$ cat src/rtl/bmprle_pkg.sv
`timescale 1ns / 1ps

package bmprle_pkg;

    localparam int MAX_DIM = 4096;
    localparam int CFG_W   = 13;
    localparam int DIM_W   = $clog2(MAX_DIM + 1);
    localparam int IDX_W   = 2 * DIM_W;
    localparam int COL_W   = $clog2(MAX_DIM + 256);
    localparam int DEST_W  = 24;

    localparam logic [1:0] MODE_RLE8 = 2'd1;

    typedef enum logic [1:0] {
        CFG_WIDTH  = 2'd0,
        CFG_HEIGHT = 2'd1,
        CFG_MODE   = 2'd2
    } cfg_sel_t;

    typedef struct packed {
        logic [7:0] data_byte;
        logic       start_of_image;
    } strm_beat_t;

    typedef struct packed {
        logic [DEST_W-1:0] dest_index;
        logic [7:0]        pixel_value;
        logic [7:0]        fill_count;
        logic              end_of_image;
        logic              overrun;
        logic              mode_error;
    } run_beat_t;

    typedef struct packed {
        logic [DIM_W-1:0] width;
        logic [IDX_W-1:0] total;
        logic             mode_ok;
    } geom_t;

    function automatic logic [DIM_W-1:0] eff_dim(input logic [CFG_W-1:0] v);
        logic [DIM_W-1:0] r;
        if (v == '0)
        begin
            r = DIM_W'(1);
        end
        else if (32'(v) > 32'(MAX_DIM))
        begin
            r = DIM_W'(MAX_DIM);
        end
        else
        begin
            r = DIM_W'(v);
        end
        return r;
    endfunction

endpackage

$ cat src/rtl/bmp_rle8_decoder.sv
`timescale 1ns / 1ps

// channel   dir  handshake               beat
// strm      in   strm_valid/strm_ready   strm_data: data_byte, start_of_image
// run       out  run_valid/run_ready     run_data: dest_index, pixel_value, fill_count,
//                                        end_of_image, overrun, mode_error
// cfg       in   cfg_we                  cfg_idx, cfg_wdata
//
// one byte per cycle sustained unless a config write or a stalled run beat holds it;
// a byte is registered in the input register, then parsed into the result register
// a config write holds parsing while width times height is registered, then while
// the column within the row is rebuilt from the index
// rst_n is asynchronous: parser state clears, config returns to 1 x 1, mode 1
// a stalled run beat holds; one more byte waits in the input register

module bmp_rle8_decoder
    import bmprle_pkg::*;
(
    input  logic             clk,
    input  logic             rst_n,
    input  logic             cfg_we,
    input  logic [1:0]       cfg_idx,
    input  logic [CFG_W-1:0] cfg_wdata,
    input  logic             strm_valid,
    output logic             strm_ready,
    input  strm_beat_t       strm_data,
    output logic             run_valid,
    input  logic             run_ready,
    output run_beat_t        run_data
);

    logic [CFG_W-1:0] width_cfg_reg;
    logic [CFG_W-1:0] height_cfg_reg;
    logic [1:0]       mode_cfg_reg;
    geom_t            geom_reg, geom_next;
    logic             settle_reg;
    logic             hold_valid_reg;
    strm_beat_t       hold_reg;
    logic             run_valid_reg;
    run_beat_t        run_reg;
    logic [DIM_W-1:0] eff_w, eff_h;
    logic             fire;
    logic             rc_busy;
    logic             res_valid;
    run_beat_t        res;

    assign fire       = hold_valid_reg && !settle_reg && !rc_busy
                        && (!run_valid_reg || run_ready);
    assign strm_ready = !hold_valid_reg || fire;
    assign run_valid  = run_valid_reg;
    assign run_data   = run_reg;

    always_comb
    begin
        eff_w             = eff_dim(width_cfg_reg);
        eff_h             = eff_dim(height_cfg_reg);
        geom_next.width   = eff_w;
        geom_next.total   = IDX_W'(eff_w) * IDX_W'(eff_h);
        geom_next.mode_ok = (mode_cfg_reg == MODE_RLE8);
    end

    always_ff @(posedge clk or negedge rst_n)
    begin
        if (!rst_n)
        begin
            width_cfg_reg    <= CFG_W'(1);
            height_cfg_reg   <= CFG_W'(1);
            mode_cfg_reg     <= MODE_RLE8;
            geom_reg.width   <= DIM_W'(1);
            geom_reg.total   <= IDX_W'(1);
            geom_reg.mode_ok <= 1'b1;
            settle_reg       <= 1'b0;
            hold_valid_reg   <= 1'b0;
            run_valid_reg    <= 1'b0;
        end
        else
        begin
            if (cfg_we)
            begin
                unique case (cfg_idx)
                    CFG_WIDTH:  width_cfg_reg  <= cfg_wdata;
                    CFG_HEIGHT: height_cfg_reg <= cfg_wdata;
                    CFG_MODE:   mode_cfg_reg   <= cfg_wdata[1:0];
                    default:    ;
                endcase
            end
            geom_reg   <= geom_next;
            settle_reg <= cfg_we;

            if (strm_ready)
            begin
                hold_valid_reg <= strm_valid;
            end

            if (fire && res_valid)
            begin
                run_valid_reg <= 1'b1;
            end
            else if (run_ready)
            begin
                run_valid_reg <= 1'b0;
            end
        end
    end

    always_ff @(posedge clk)
    begin
        if (strm_valid && strm_ready)
        begin
            hold_reg <= strm_data;
        end
        if (fire && res_valid)
        begin
            run_reg <= res;
        end
    end

    bmprle_parser u_parser (
        .clk       (clk),
        .rst_n     (rst_n),
        .fire      (fire),
        .recol     (settle_reg),
        .busy      (rc_busy),
        .beat      (hold_reg),
        .geom      (geom_reg),
        .res_valid (res_valid),
        .res       (res)
    );

endmodule

$ cat src/rtl/bmprle_parser.sv
`timescale 1ns / 1ps

module bmprle_parser
    import bmprle_pkg::*;
(
    input  logic       clk,
    input  logic       rst_n,
    input  logic       fire,
    input  logic       recol,
    output logic       busy,
    input  strm_beat_t beat,
    input  geom_t      geom,
    output logic       res_valid,
    output run_beat_t  res
);

    typedef enum logic [2:0] {
        PH_COUNT,
        PH_VALUE,
        PH_ESC,
        PH_DX,
        PH_DY,
        PH_LIT,
        PH_PAD
    } phase_t;

    localparam logic [7:0] ESC_EOL   = 8'd0;
    localparam logic [7:0] ESC_EOB   = 8'd1;
    localparam logic [7:0] ESC_DELTA = 8'd2;

    localparam int RC_W = $clog2(IDX_W + 1);

    phase_t           phase_reg, ph_b, ph_n;
    logic [7:0]       count_reg, count_b, count_n;
    logic [7:0]       lit_reg, lit_b, lit_n, lit_dec;
    logic [7:0]       dx_reg, dx_b, dx_n;
    logic [IDX_W-1:0] idx_reg, idx_b, idx_n;
    logic             parity_reg, parity_b, parity_n;
    logic             fin_reg, fin_b, fin_n;
    logic             rep_reg, rep_b, rep_n;
    logic [DIM_W-1:0] col_reg, col_b, col_n, col_inc, col_lit, col_red;
    logic [COL_W-1:0] raw_reg, raw_new;
    logic             pend_reg;
    logic             col_we, big_add;

    logic [IDX_W-1:0] rc_num_reg;
    logic [DIM_W-1:0] rc_rem_reg, rc_rem_next;
    logic [RC_W-1:0]  rc_cnt_reg;
    logic [DIM_W:0]   rc_shift;

    logic [7:0]       byte_in, wr_cnt, clip, col_amt;
    logic [IDX_W-1:0] avail, adv_amt, adv_idx, eol_tgt, eol_idx;
    logic [IDX_W:0]   adv_sum;
    logic [DIM_W+7:0] dy_prod;
    logic             ovr;
    logic [COL_W+7:0] red_rem, red_div;

    // column reduction of a pending advance, applied in the cycle after it
    always_comb
    begin
        red_rem = (COL_W + 8)'(raw_reg);
        red_div = '0;
        for (int k = 7; k >= 0; k--)
        begin
            red_div = (COL_W + 8)'(geom.width) << k;
            if (red_rem >= red_div)
            begin
                red_rem = red_rem - red_div;
            end
        end
        col_red = DIM_W'(red_rem);
    end

    // column rebuild after a config write, one index bit per cycle
    always_comb
    begin
        rc_shift    = {rc_rem_reg, rc_num_reg[IDX_W-1]};
        rc_rem_next = (rc_shift >= {1'b0, geom.width})
                    ? DIM_W'(rc_shift - {1'b0, geom.width})
                    : rc_shift[DIM_W-1:0];
        busy        = (rc_cnt_reg != '0);
    end

    always_comb
    begin
        byte_in  = beat.data_byte;
        ph_b     = beat.start_of_image ? PH_COUNT : phase_reg;
        count_b  = beat.start_of_image ? 8'd0 : count_reg;
        lit_b    = beat.start_of_image ? 8'd0 : lit_reg;
        dx_b     = beat.start_of_image ? 8'd0 : dx_reg;
        idx_b    = beat.start_of_image ? '0 : idx_reg;
        parity_b = beat.start_of_image ? 1'b0 : parity_reg;
        fin_b    = beat.start_of_image ? 1'b0 : fin_reg;
        rep_b    = beat.start_of_image ? 1'b0 : rep_reg;
        col_b    = beat.start_of_image ? '0 : col_reg;

        // shared write and advance arithmetic
        wr_cnt  = (ph_b == PH_LIT) ? 8'd1 : count_b;
        avail   = (idx_b < geom.total) ? geom.total - idx_b : '0;
        ovr     = (IDX_W'(wr_cnt) > avail);
        clip    = ovr ? avail[7:0] : wr_cnt;
        dy_prod = byte_in * geom.width;
        adv_amt = (ph_b == PH_DY) ? (IDX_W'(dx_b) + IDX_W'(dy_prod)) : IDX_W'(wr_cnt);
        adv_sum = {1'b0, idx_b} + {1'b0, adv_amt};
        adv_idx = (adv_sum > {1'b0, geom.total}) ? geom.total : adv_sum[IDX_W-1:0];

        // end of line
        eol_tgt = (col_b == '0 && rep_b) ? idx_b
                                         : idx_b - IDX_W'(col_b) + IDX_W'(geom.width);
        if (idx_b < geom.total)
        begin
            eol_idx = (eol_tgt > geom.total) ? geom.total : eol_tgt;
        end
        else
        begin
            eol_idx = idx_b;
        end

        col_inc = col_b + DIM_W'(1);
        col_lit = (col_inc == geom.width) ? '0 : col_inc;
        col_amt = (ph_b == PH_DY) ? dx_b : count_b;
        raw_new = COL_W'(col_b) + COL_W'(col_amt);
        lit_dec = lit_b - 8'd1;

        ph_n     = ph_b;
        count_n  = count_b;
        lit_n    = lit_b;
        dx_n     = dx_b;
        idx_n    = idx_b;
        parity_n = parity_b;
        fin_n    = fin_b;
        rep_n    = rep_b;
        col_n    = col_b;
        col_we   = beat.start_of_image;
        big_add  = 1'b0;

        res_valid      = 1'b0;
        res            = '0;
        res.dest_index = DEST_W'(idx_b);

        if (!geom.mode_ok)
        begin
            res_valid      = 1'b1;
            res.mode_error = 1'b1;
        end
        else if (!fin_b)
        begin
            parity_n = ~parity_b;
            unique case (ph_b)
                PH_COUNT:
                begin
                    if (byte_in == 8'd0)
                    begin
                        ph_n = PH_ESC;
                    end
                    else
                    begin
                        count_n = byte_in;
                        ph_n    = PH_VALUE;
                    end
                end
                PH_VALUE:
                begin
                    res_valid       = 1'b1;
                    res.pixel_value = byte_in;
                    res.fill_count  = clip;
                    res.overrun     = ovr;
                    idx_n           = adv_idx;
                    rep_n           = 1'b1;
                    count_n         = 8'd0;
                    big_add         = 1'b1;
                    ph_n            = PH_COUNT;
                end
                PH_ESC:
                begin
                    priority if (byte_in == ESC_EOL)
                    begin
                        idx_n  = eol_idx;
                        rep_n  = 1'b0;
                        col_n  = '0;
                        col_we = 1'b1;
                        ph_n   = PH_COUNT;
                    end
                    else if (byte_in == ESC_EOB)
                    begin
                        res_valid        = 1'b1;
                        res.end_of_image = 1'b1;
                        fin_n            = 1'b1;
                        ph_n             = PH_COUNT;
                    end
                    else if (byte_in == ESC_DELTA)
                    begin
                        ph_n = PH_DX;
                    end
                    else
                    begin
                        lit_n = byte_in;
                        ph_n  = PH_LIT;
                    end
                end
                PH_DX:
                begin
                    dx_n = byte_in;
                    ph_n = PH_DY;
                end
                PH_DY:
                begin
                    idx_n   = adv_idx;
                    rep_n   = 1'b0;
                    dx_n    = 8'd0;
                    big_add = 1'b1;
                    ph_n    = PH_COUNT;
                end
                PH_LIT:
                begin
                    res_valid       = 1'b1;
                    res.pixel_value = byte_in;
                    res.fill_count  = clip;
                    res.overrun     = ovr;
                    idx_n           = adv_idx;
                    rep_n           = 1'b1;
                    col_n           = col_lit;
                    col_we          = 1'b1;
                    lit_n           = lit_dec;
                    if (lit_dec == 8'd0)
                    begin
                        ph_n = parity_n ? PH_PAD : PH_COUNT;
                    end
                end
                PH_PAD:
                begin
                    ph_n = PH_COUNT;
                end
                default:
                begin
                    ph_n = PH_COUNT;
                end
            endcase
        end
    end

    always_ff @(posedge clk or negedge rst_n)
    begin
        if (!rst_n)
        begin
            phase_reg  <= PH_COUNT;
            count_reg  <= 8'd0;
            lit_reg    <= 8'd0;
            dx_reg     <= 8'd0;
            idx_reg    <= '0;
            parity_reg <= 1'b0;
            fin_reg    <= 1'b0;
            rep_reg    <= 1'b0;
            col_reg    <= '0;
            pend_reg   <= 1'b0;
            rc_num_reg <= '0;
            rc_rem_reg <= '0;
            rc_cnt_reg <= '0;
        end
        else
        begin
            if (fire)
            begin
                phase_reg  <= ph_n;
                count_reg  <= count_n;
                lit_reg    <= lit_n;
                dx_reg     <= dx_n;
                idx_reg    <= idx_n;
                parity_reg <= parity_n;
                fin_reg    <= fin_n;
                rep_reg    <= rep_n;
            end
            if (fire && col_we)
            begin
                col_reg <= col_n;
            end
            else if (pend_reg)
            begin
                col_reg <= col_red;
            end
            else if (rc_cnt_reg == RC_W'(1))
            begin
                col_reg <= rc_rem_next;
            end
            pend_reg <= fire && big_add;

            if (recol)
            begin
                rc_num_reg <= idx_reg;
                rc_rem_reg <= '0;
                rc_cnt_reg <= RC_W'(IDX_W);
            end
            else if (busy)
            begin
                rc_num_reg <= rc_num_reg << 1;
                rc_rem_reg <= rc_rem_next;
                rc_cnt_reg <= rc_cnt_reg - RC_W'(1);
            end
        end
    end

    always_ff @(posedge clk)
    begin
        if (fire && big_add)
        begin
            raw_reg <= raw_new;
        end
    end

endmodule
$ cat config.mk
export PLATFORM = sky130hd
export DESIGN_NAME = bmp_rle8_decoder
export DESIGN_NICKNAME = d
export VERILOG_FILES = /design/src/rtl/bmprle_pkg.sv /design/src/rtl/bmp_rle8_decoder.sv /design/src/rtl/bmprle_parser.sv
export SDC_FILE = /design/constraint.sdc
export NUM_CORES = 2
export LEC_CHECK = 0
export BUFFER_PORTS_ARGS = -buffer_cell sky130_fd_sc_hd__clkbuf_2
export CORE_MARGIN = 10
export CORE_UTILIZATION = 50
export CTS_BUF_LIST = sky130_fd_sc_hd__clkbuf_4
export DETAILED_ROUTE_END_ITERATION = 7
export PLACE_DENSITY_LB_ADDON = 0.3
export SKIP_LAST_GASP = 1
export SYNTH_ARGS = -nofsm -noshare
export SYNTH_HDL_FRONTEND = slang
export SYNTH_SLANG_ARGS = --single-unit
$ cat constraint.sdc
create_clock -name clk -period 27.9 [get_ports clk]
set_input_delay 5.58 -clock clk [delete_from_list [all_inputs] [get_ports clk]]
set_output_delay 5.58 -clock clk [all_outputs]
set_load 0.02 [all_outputs]
; ---- Yosys cells after proc, flatten, opt, wreduce, memory -nomap -nowiden
; Cells that the tools add are included.
; W data, S select, Z words.
[totals]
latch_bits = 0
reg_bits = 250
out_inout_bits = 45
n_memories = 0
ram_bits = 0
in_bits = 29
romBits = 0
elab_cells = 209
[classes]
mul = 2
magnitude_cmp = 15
bitwise_logic = 3
addsub = 18
div_mod_pow = 0
shift = 0
muxes = 95
reduce_logical = 33
n_eq_ne = 12
[op_table]
columns = op, n
row1 = $mux W26, 12
row2 = $mux W13, 16
row3 = $mux W21, 7
row4 = $mux W8, 16
row5 = $pmux W26 S2, 1
row6 = $pmux W8 S2, 3
row7 = $logic_not A13 Y1, 3
row8 = $add A26 B26 Y27, 1
row9 = $gt A27 B26 Y1, 1
row10 = $add A26 B13 Y26, 1
row11 = $gt A13 B13 Y1 const B, 2
row12 = $gt A26 B26 Y1, 1
row13 = $gt A8 B26 Y1, 1
row14 = $lt A26 B26 Y1, 1
row15 = $mul A13 B13 Y26, 1
row16 = $pmux W13 S2, 1
row17 = $sub A13 B13 Y13, 2
row18 = $sub A26 B13 Y26, 1
row19 = $sub A26 B26 Y26, 1
row20 = $mux W1, 24
row21 = $mux W3, 8
row22 = $add A8 B21 Y22, 1
row23 = $ge A21 B13 Y1, 1
row24 = $ge A21 B14 Y1, 1
row25 = other kinds (46), 71

; ---- Longest topological paths before layout
[logic_depth]
depth_word = 18
depth_mapped = 117
mapped_depth_nobuf = 105

; ---- By module
; A second synthesis with hierarchy kept.
[hier_totals]
cells_unflattened = 4115
area_unflattened_um2 = 34099.0
[by_module_without_submodules]
columns = module, seq_area_each_um2, area_each_um2, instances, cells_per_inst
row1 = bmprle_parser, 3243.1, 24508.5, 1, 3211
row2 = bmp_rle8_decoder, 3345.7, 9590.4, 1, 904

; ---- Least setup slack after synthesis
; OpenSTA, ideal clock, no wires.
[synth_timing]
kind = reg-to-reg
from = register geom_reg[28] (netlist name)
to = register u_parser.col_reg[6]
setup_time_ns = 0.126
stages_incl_launch_ff = 111
required_time_ns = 27.774
n_path_buf = 13
synth_period_minus_slack_ns = 22.230
setup_slack_ns = 5.670
arrival_ns = 22.104
path_cell_list = dfrtp_1 clkbuf_1 inv_1 ha_1 nor2b_1 o21ai_0 or3b_2 a31o_2 ha_1 a21o_1 or3_1 o2111ai_1 a21oi_1 or3_1 buf_2 clkbuf_1 nand2_1 a21boi_0 (+75 left out) a21oi_1 o21ai_0 and2_1 o21ai_0 nand2b_1 a21o_1 a21oi_1 nor2b_1 o21ai_0 nand2b_1 a21o_1 a21o_1 a211o_1 a221oi_1 o31ai_1 a221oi_2 nand2_4 a311o_1
[synth_via]
elab_chain_len = 18
elab_cells_between_ends = 35
cone_classes = 9 x add/sub / 9 x order compare / 1 x eq/ne / 16 x mux
[synth_lines]
columns = element, line
row1 = start: declaration, bmp_rle8_decoder.sv:35  ; geom_t geom_reg, geom_next;
row2 = start signal: assignment, bmp_rle8_decoder.sv:87  ; geom_reg <= geom_next;
row3 = $sub A13 B20 Y21 or $ge A13 B20 Y1 (tied branches), "bmprle_parser.sv:68, bmprle_parser.sv:66"
row4 = $mux W21, bmprle_parser.sv:66  ; if (red_rem >= red_div)
row5 = $sub A21 B19 Y21 or $ge A21 B19 Y1 (tied branches), "bmprle_parser.sv:68, bmprle_parser.sv:66"
row6 = $mux W21, bmprle_parser.sv:66
row7 = $sub A21 B18 Y21 or $ge A21 B18 Y1 (tied branches), "bmprle_parser.sv:68, bmprle_parser.sv:66"
row8 = $mux W21, bmprle_parser.sv:66
row9 = $sub A21 B17 Y21 or $ge A21 B17 Y1 (tied branches), "bmprle_parser.sv:68, bmprle_parser.sv:66"
row10 = $mux W21, bmprle_parser.sv:66
row11 = (+2 left out), --
row12 = $sub A21 B15 Y21 or $ge A21 B15 Y1 (tied branches), "bmprle_parser.sv:68, bmprle_parser.sv:66"
row13 = $mux W21, bmprle_parser.sv:66
row14 = $sub A21 B14 Y21 or $ge A21 B14 Y1 (tied branches), "bmprle_parser.sv:68, bmprle_parser.sv:66"
row15 = $mux W21, bmprle_parser.sv:66
row16 = $ge A21 B13 Y1 or $sub A13 B13 Y13 (tied branches), "bmprle_parser.sv:66, bmprle_parser.sv:68"
row17 = $mux W13, bmprle_parser.sv:66
row18 = $mux W13, bmprle_parser.sv:277  ; else if (pend_reg)
row19 = $mux W13 *, bmprle_parser.sv:273  ; if (fire && col_we)
row20 = end signal: assignment, bmprle_parser.sv:275  ; col_reg <= col_n;
row21 = end signal: assignment, bmprle_parser.sv:279  ; col_reg <= col_red;
row22 = end signal: assignment, bmprle_parser.sv:283  ; col_reg <= rc_rem_next;
row23 = end: declaration, bmprle_parser.sv:41  ; logic [DIM_W-1:0] col_reg, col_b, col_n, col_inc, col_lit, col_red;
; Every way passes the cells marked *; elsewhere a longest branch is shown, timed or not. The select of a mux whose other input is x is not followed.
; A chain may end at the register's enable or synchronous reset.

; ---- Worst setup path after layout
[layout_timing]
from = register geom_reg[29] (netlist name)
to = register u_parser.col_reg[6]
; Same word-level chain as after synthesis.

==> results.sh <==
export IMPL_status="finished, final reports clean"
export IMPL_ys_flop_type="dfrtp_1"
export IMPL_cts_hold_buf=0
export IMPL_ant_nets=0
export IMPL_yosysTopAreaCell="ha_1"
export IMPL_clk_path_buf_depth=3
export IMPL_fin_util_pct=54.0
export IMPL_worst_pin_slew_ns=1.22
export IMPL_finalHoldViolations=0
export IMPL_wirelength_mm=102
export IMPL_num_vias=29632
export IMPL_track_usage_pct=25.9
export IMPL_port_buffers=73
export IMPL_cts_sinks=250
export IMPL_die_h_um=279
export IMPL_synth_edff_count=65
export IMPL_cp_top_family="compound AO/OA/AOI/OAI gates"
export IMPL_num_rows=94
export IMPL_syn_to_final_growth_pct=6.61
export IMPL_period_needed_ns=24.96
export IMPL_avgSynthCellArea_um2=8.36
export IMPL_core_mm2=0.0660
export IMPL_ys_warn_count=0
export IMPL_grt_max_degree=112
export IMPL_cap_violations=0
export IMPL_drt_vias_per_instance=5.96
export IMPL_multi_input_area_mm2=0.0246
export IMPL_preCtsSetupSlack_ns=3.46
export IMPL_ys_seq_elements=250
export IMPL_dr_first_iter_drc_count=2659
export IMPL_hpwl_mm=80.2
export IMPL_synth_top_area_share_pct=14.3
export IMPL_initial_core_util_pct=50.7
export IMPL_cpMostUsedCell="o21ai_0"
export IMPL_post_drt_wl_per_cell_um=20.5
export IMPL_slew_headroom_pct=16.6
export IMPL_layout_drive_gt1_share_pct=8.32
export IMPL_start_kind="flop"
export IMPL_slew_violations=0
export IMPL_cts_resized_gates=0
export IMPL_gr_total_overflow=0
export IMPL_synthArstFlopShare_pct=74.0
export IMPL_cts_tree="built"
export IMPL_required_ns=28.60
export IMPL_grt_pass1_wl_mm=161
export IMPL_route_detailed_drc=0
export IMPL_syn_area_mm2=0.0334
export IMPL_firstDrtPassIters=5
export IMPL_antenna_found_initial=5
export IMPL_min_path_type="reg2reg"
export IMPL_worstSetupPathType="reg2reg"
export IMPL_finalCritPeriodShare_pct=89.5
export IMPL_pin_count=74
export IMPL_cpPeakStageDelay_ns=0.66
export IMPL_timing_rr_start="geom_reg[29]"
export IMPL_finalSetupViolations=0
export IMPL_largest_reg_flops=43
export IMPL_worstPathMaxFanout=29
export IMPL_cts_clk_slew_worst_paths_ns=0.06
export IMPL_place_congestion=0.988
export IMPL_finalClockSkew_ns=0.0797
export IMPL_clkLatencyLatePin_ns=0.86
export IMPL_setup_slack_ns=2.94
export IMPL_fin_tns_setup_ns=0
export IMPL_nFillCells=6231
export IMPL_syn_num_nets=4628
export IMPL_cts_root_buffer="clkbuf_4"
export IMPL_ys_types=99
export IMPL_path_buf_inv=7
export IMPL_endpoint_kind="flop"
export IMPL_crit_slowest_cell="or3_1"
export IMPL_grt_pass1_vias=29226
export IMPL_fin_nets=4672
export IMPL_holdWs_ns=0.393
export IMPL_post_cts_repair_setup_buffers=0
export IMPL_chipWidth_um=279
export IMPL_crit_path_start="geom_reg[29]"
export IMPL_holdCritStartpoint="mode_cfg_reg[1]"
export IMPL_cp_arrival_ns=25.66
export IMPL_htreeDepth=3
export IMPL_synth_area_leaders="ha_1, dfrtp_1, fa_1"
export IMPL_dieArea_mm2=0.0776
export IMPL_netlist_instances=3996
export IMPL_cts_buffers=74
export IMPL_ys_seq_area_share_pct=19.7
export IMPL_rsz0062_at_grt="false"
export IMPL_regArea_mm2=0.00659
export IMPL_fmax_mhz=40.1
-- routing by layer --
metal	global-route usage, %	routed length (um)	vias to the layer above
li1	-	-	13930
met3	4.75	8610	245
met2	41.5	45600	1183
met1	33.9	43000	14272
met4	11.3	4650	2
met5	0	13	-
-- cells in the final DEF, fill, tap and decap left out, drive strengths merged, types with 10 or more instances in the layout --
master  Yosys  routed
inv       467     469
nand2     451     451
ha        383     383
nor2      298     298
a21oi     264     264
fa        220     220
o21ai     220     220
dfrtp     179     179
clkbuf    120     172
xnor2     157     157
mux2i      86      86
a21o       72      72
and2       71      71
nor2b      65      65
edfxtp     65      65
xor2       62      62
nor3       62      62
o21bai     58      58
mux2       54      54
nand3      51      51
nand2b     49      49
a22o       49      49
nand4      46      46
o21a       41      41
clkinv      8      39
buf        21      36
a211oi     35      35
and3       31      31
o211ai     28      28
o22ai      28      28
or3        24      24
nor4       22      22
a31oi      19      19
o31ai      18      18
a21boi     17      17
o221ai     16      16
or2        11      11
a211o      10      10
-- cell families after synthesis --
kind of cell             synth area share [%]
multiplexers                             4.45
flip-flops                               19.7
AND/OR/NAND/NOR                          17.2
adder cells (fa/ha/maj)                  27.5
buffers and inverters                    6.97
XOR/XNOR                                 5.76
AO/OA/AOI/OAI                            18.3
-- worst reg2reg max path, delay by kind of cell (launching register included) --
kind,cells,cell delay [ns]
AO/OA/AOI/OAI,57,13.49
adder cells (fa/ha/maj),8,2.72
buffers and inverters,7,1.69
flip-flops,1,0.50
multiplexers,3,0.96
AND/OR/NAND/NOR,26,5.49
-- layout make-up --
class	count	share of cell area, %
clock buffers	99	2.09
inverters	475	5.00
repair buffers	109	1.81
clock inverters	37	0.618
well taps	864	3.03
flip-flops and latches	250	18.5
diodes	5	0.0351
multi-input cells	3130	68.9
-- final timing paths --
kind / cells after the start / to / slack, ns
worst max-delay path: 101 / u_parser.col_reg[6] / 2.94
worst min-delay path: 1 / geom_reg[0] / 0.39
worst max register to register: 101 / u_parser.col_reg[6] / 2.94
worst min register to register: 1 / geom_reg[0] / 0.39
max in group asynchronous: 2 / settle_reg / 21.45
min in group asynchronous: 1 / geom_reg[22] / 4.83
-- stage by stage --
step,cells,area (um^2)
after floorplan,3996,33400
after global placement,4828,34700
after detailed placement,4828,34700
after CTS,4964,35600
after global routing,4969,35600
final,4969,35600
-- synth_stat cells, drive strengths merged (71+ instances only) --
master and count:
clkbuf 120, a21o 72, o21ai 220, fa 220, nand2 451, inv 467
mux2i 86, a21oi 264, xnor2 157, dfrtp 179, nor2 298, and2 71
ha 383
Power is not shown: default switching activity piles up to over one toggle a cycle in this logic, so the estimate is an artifact.
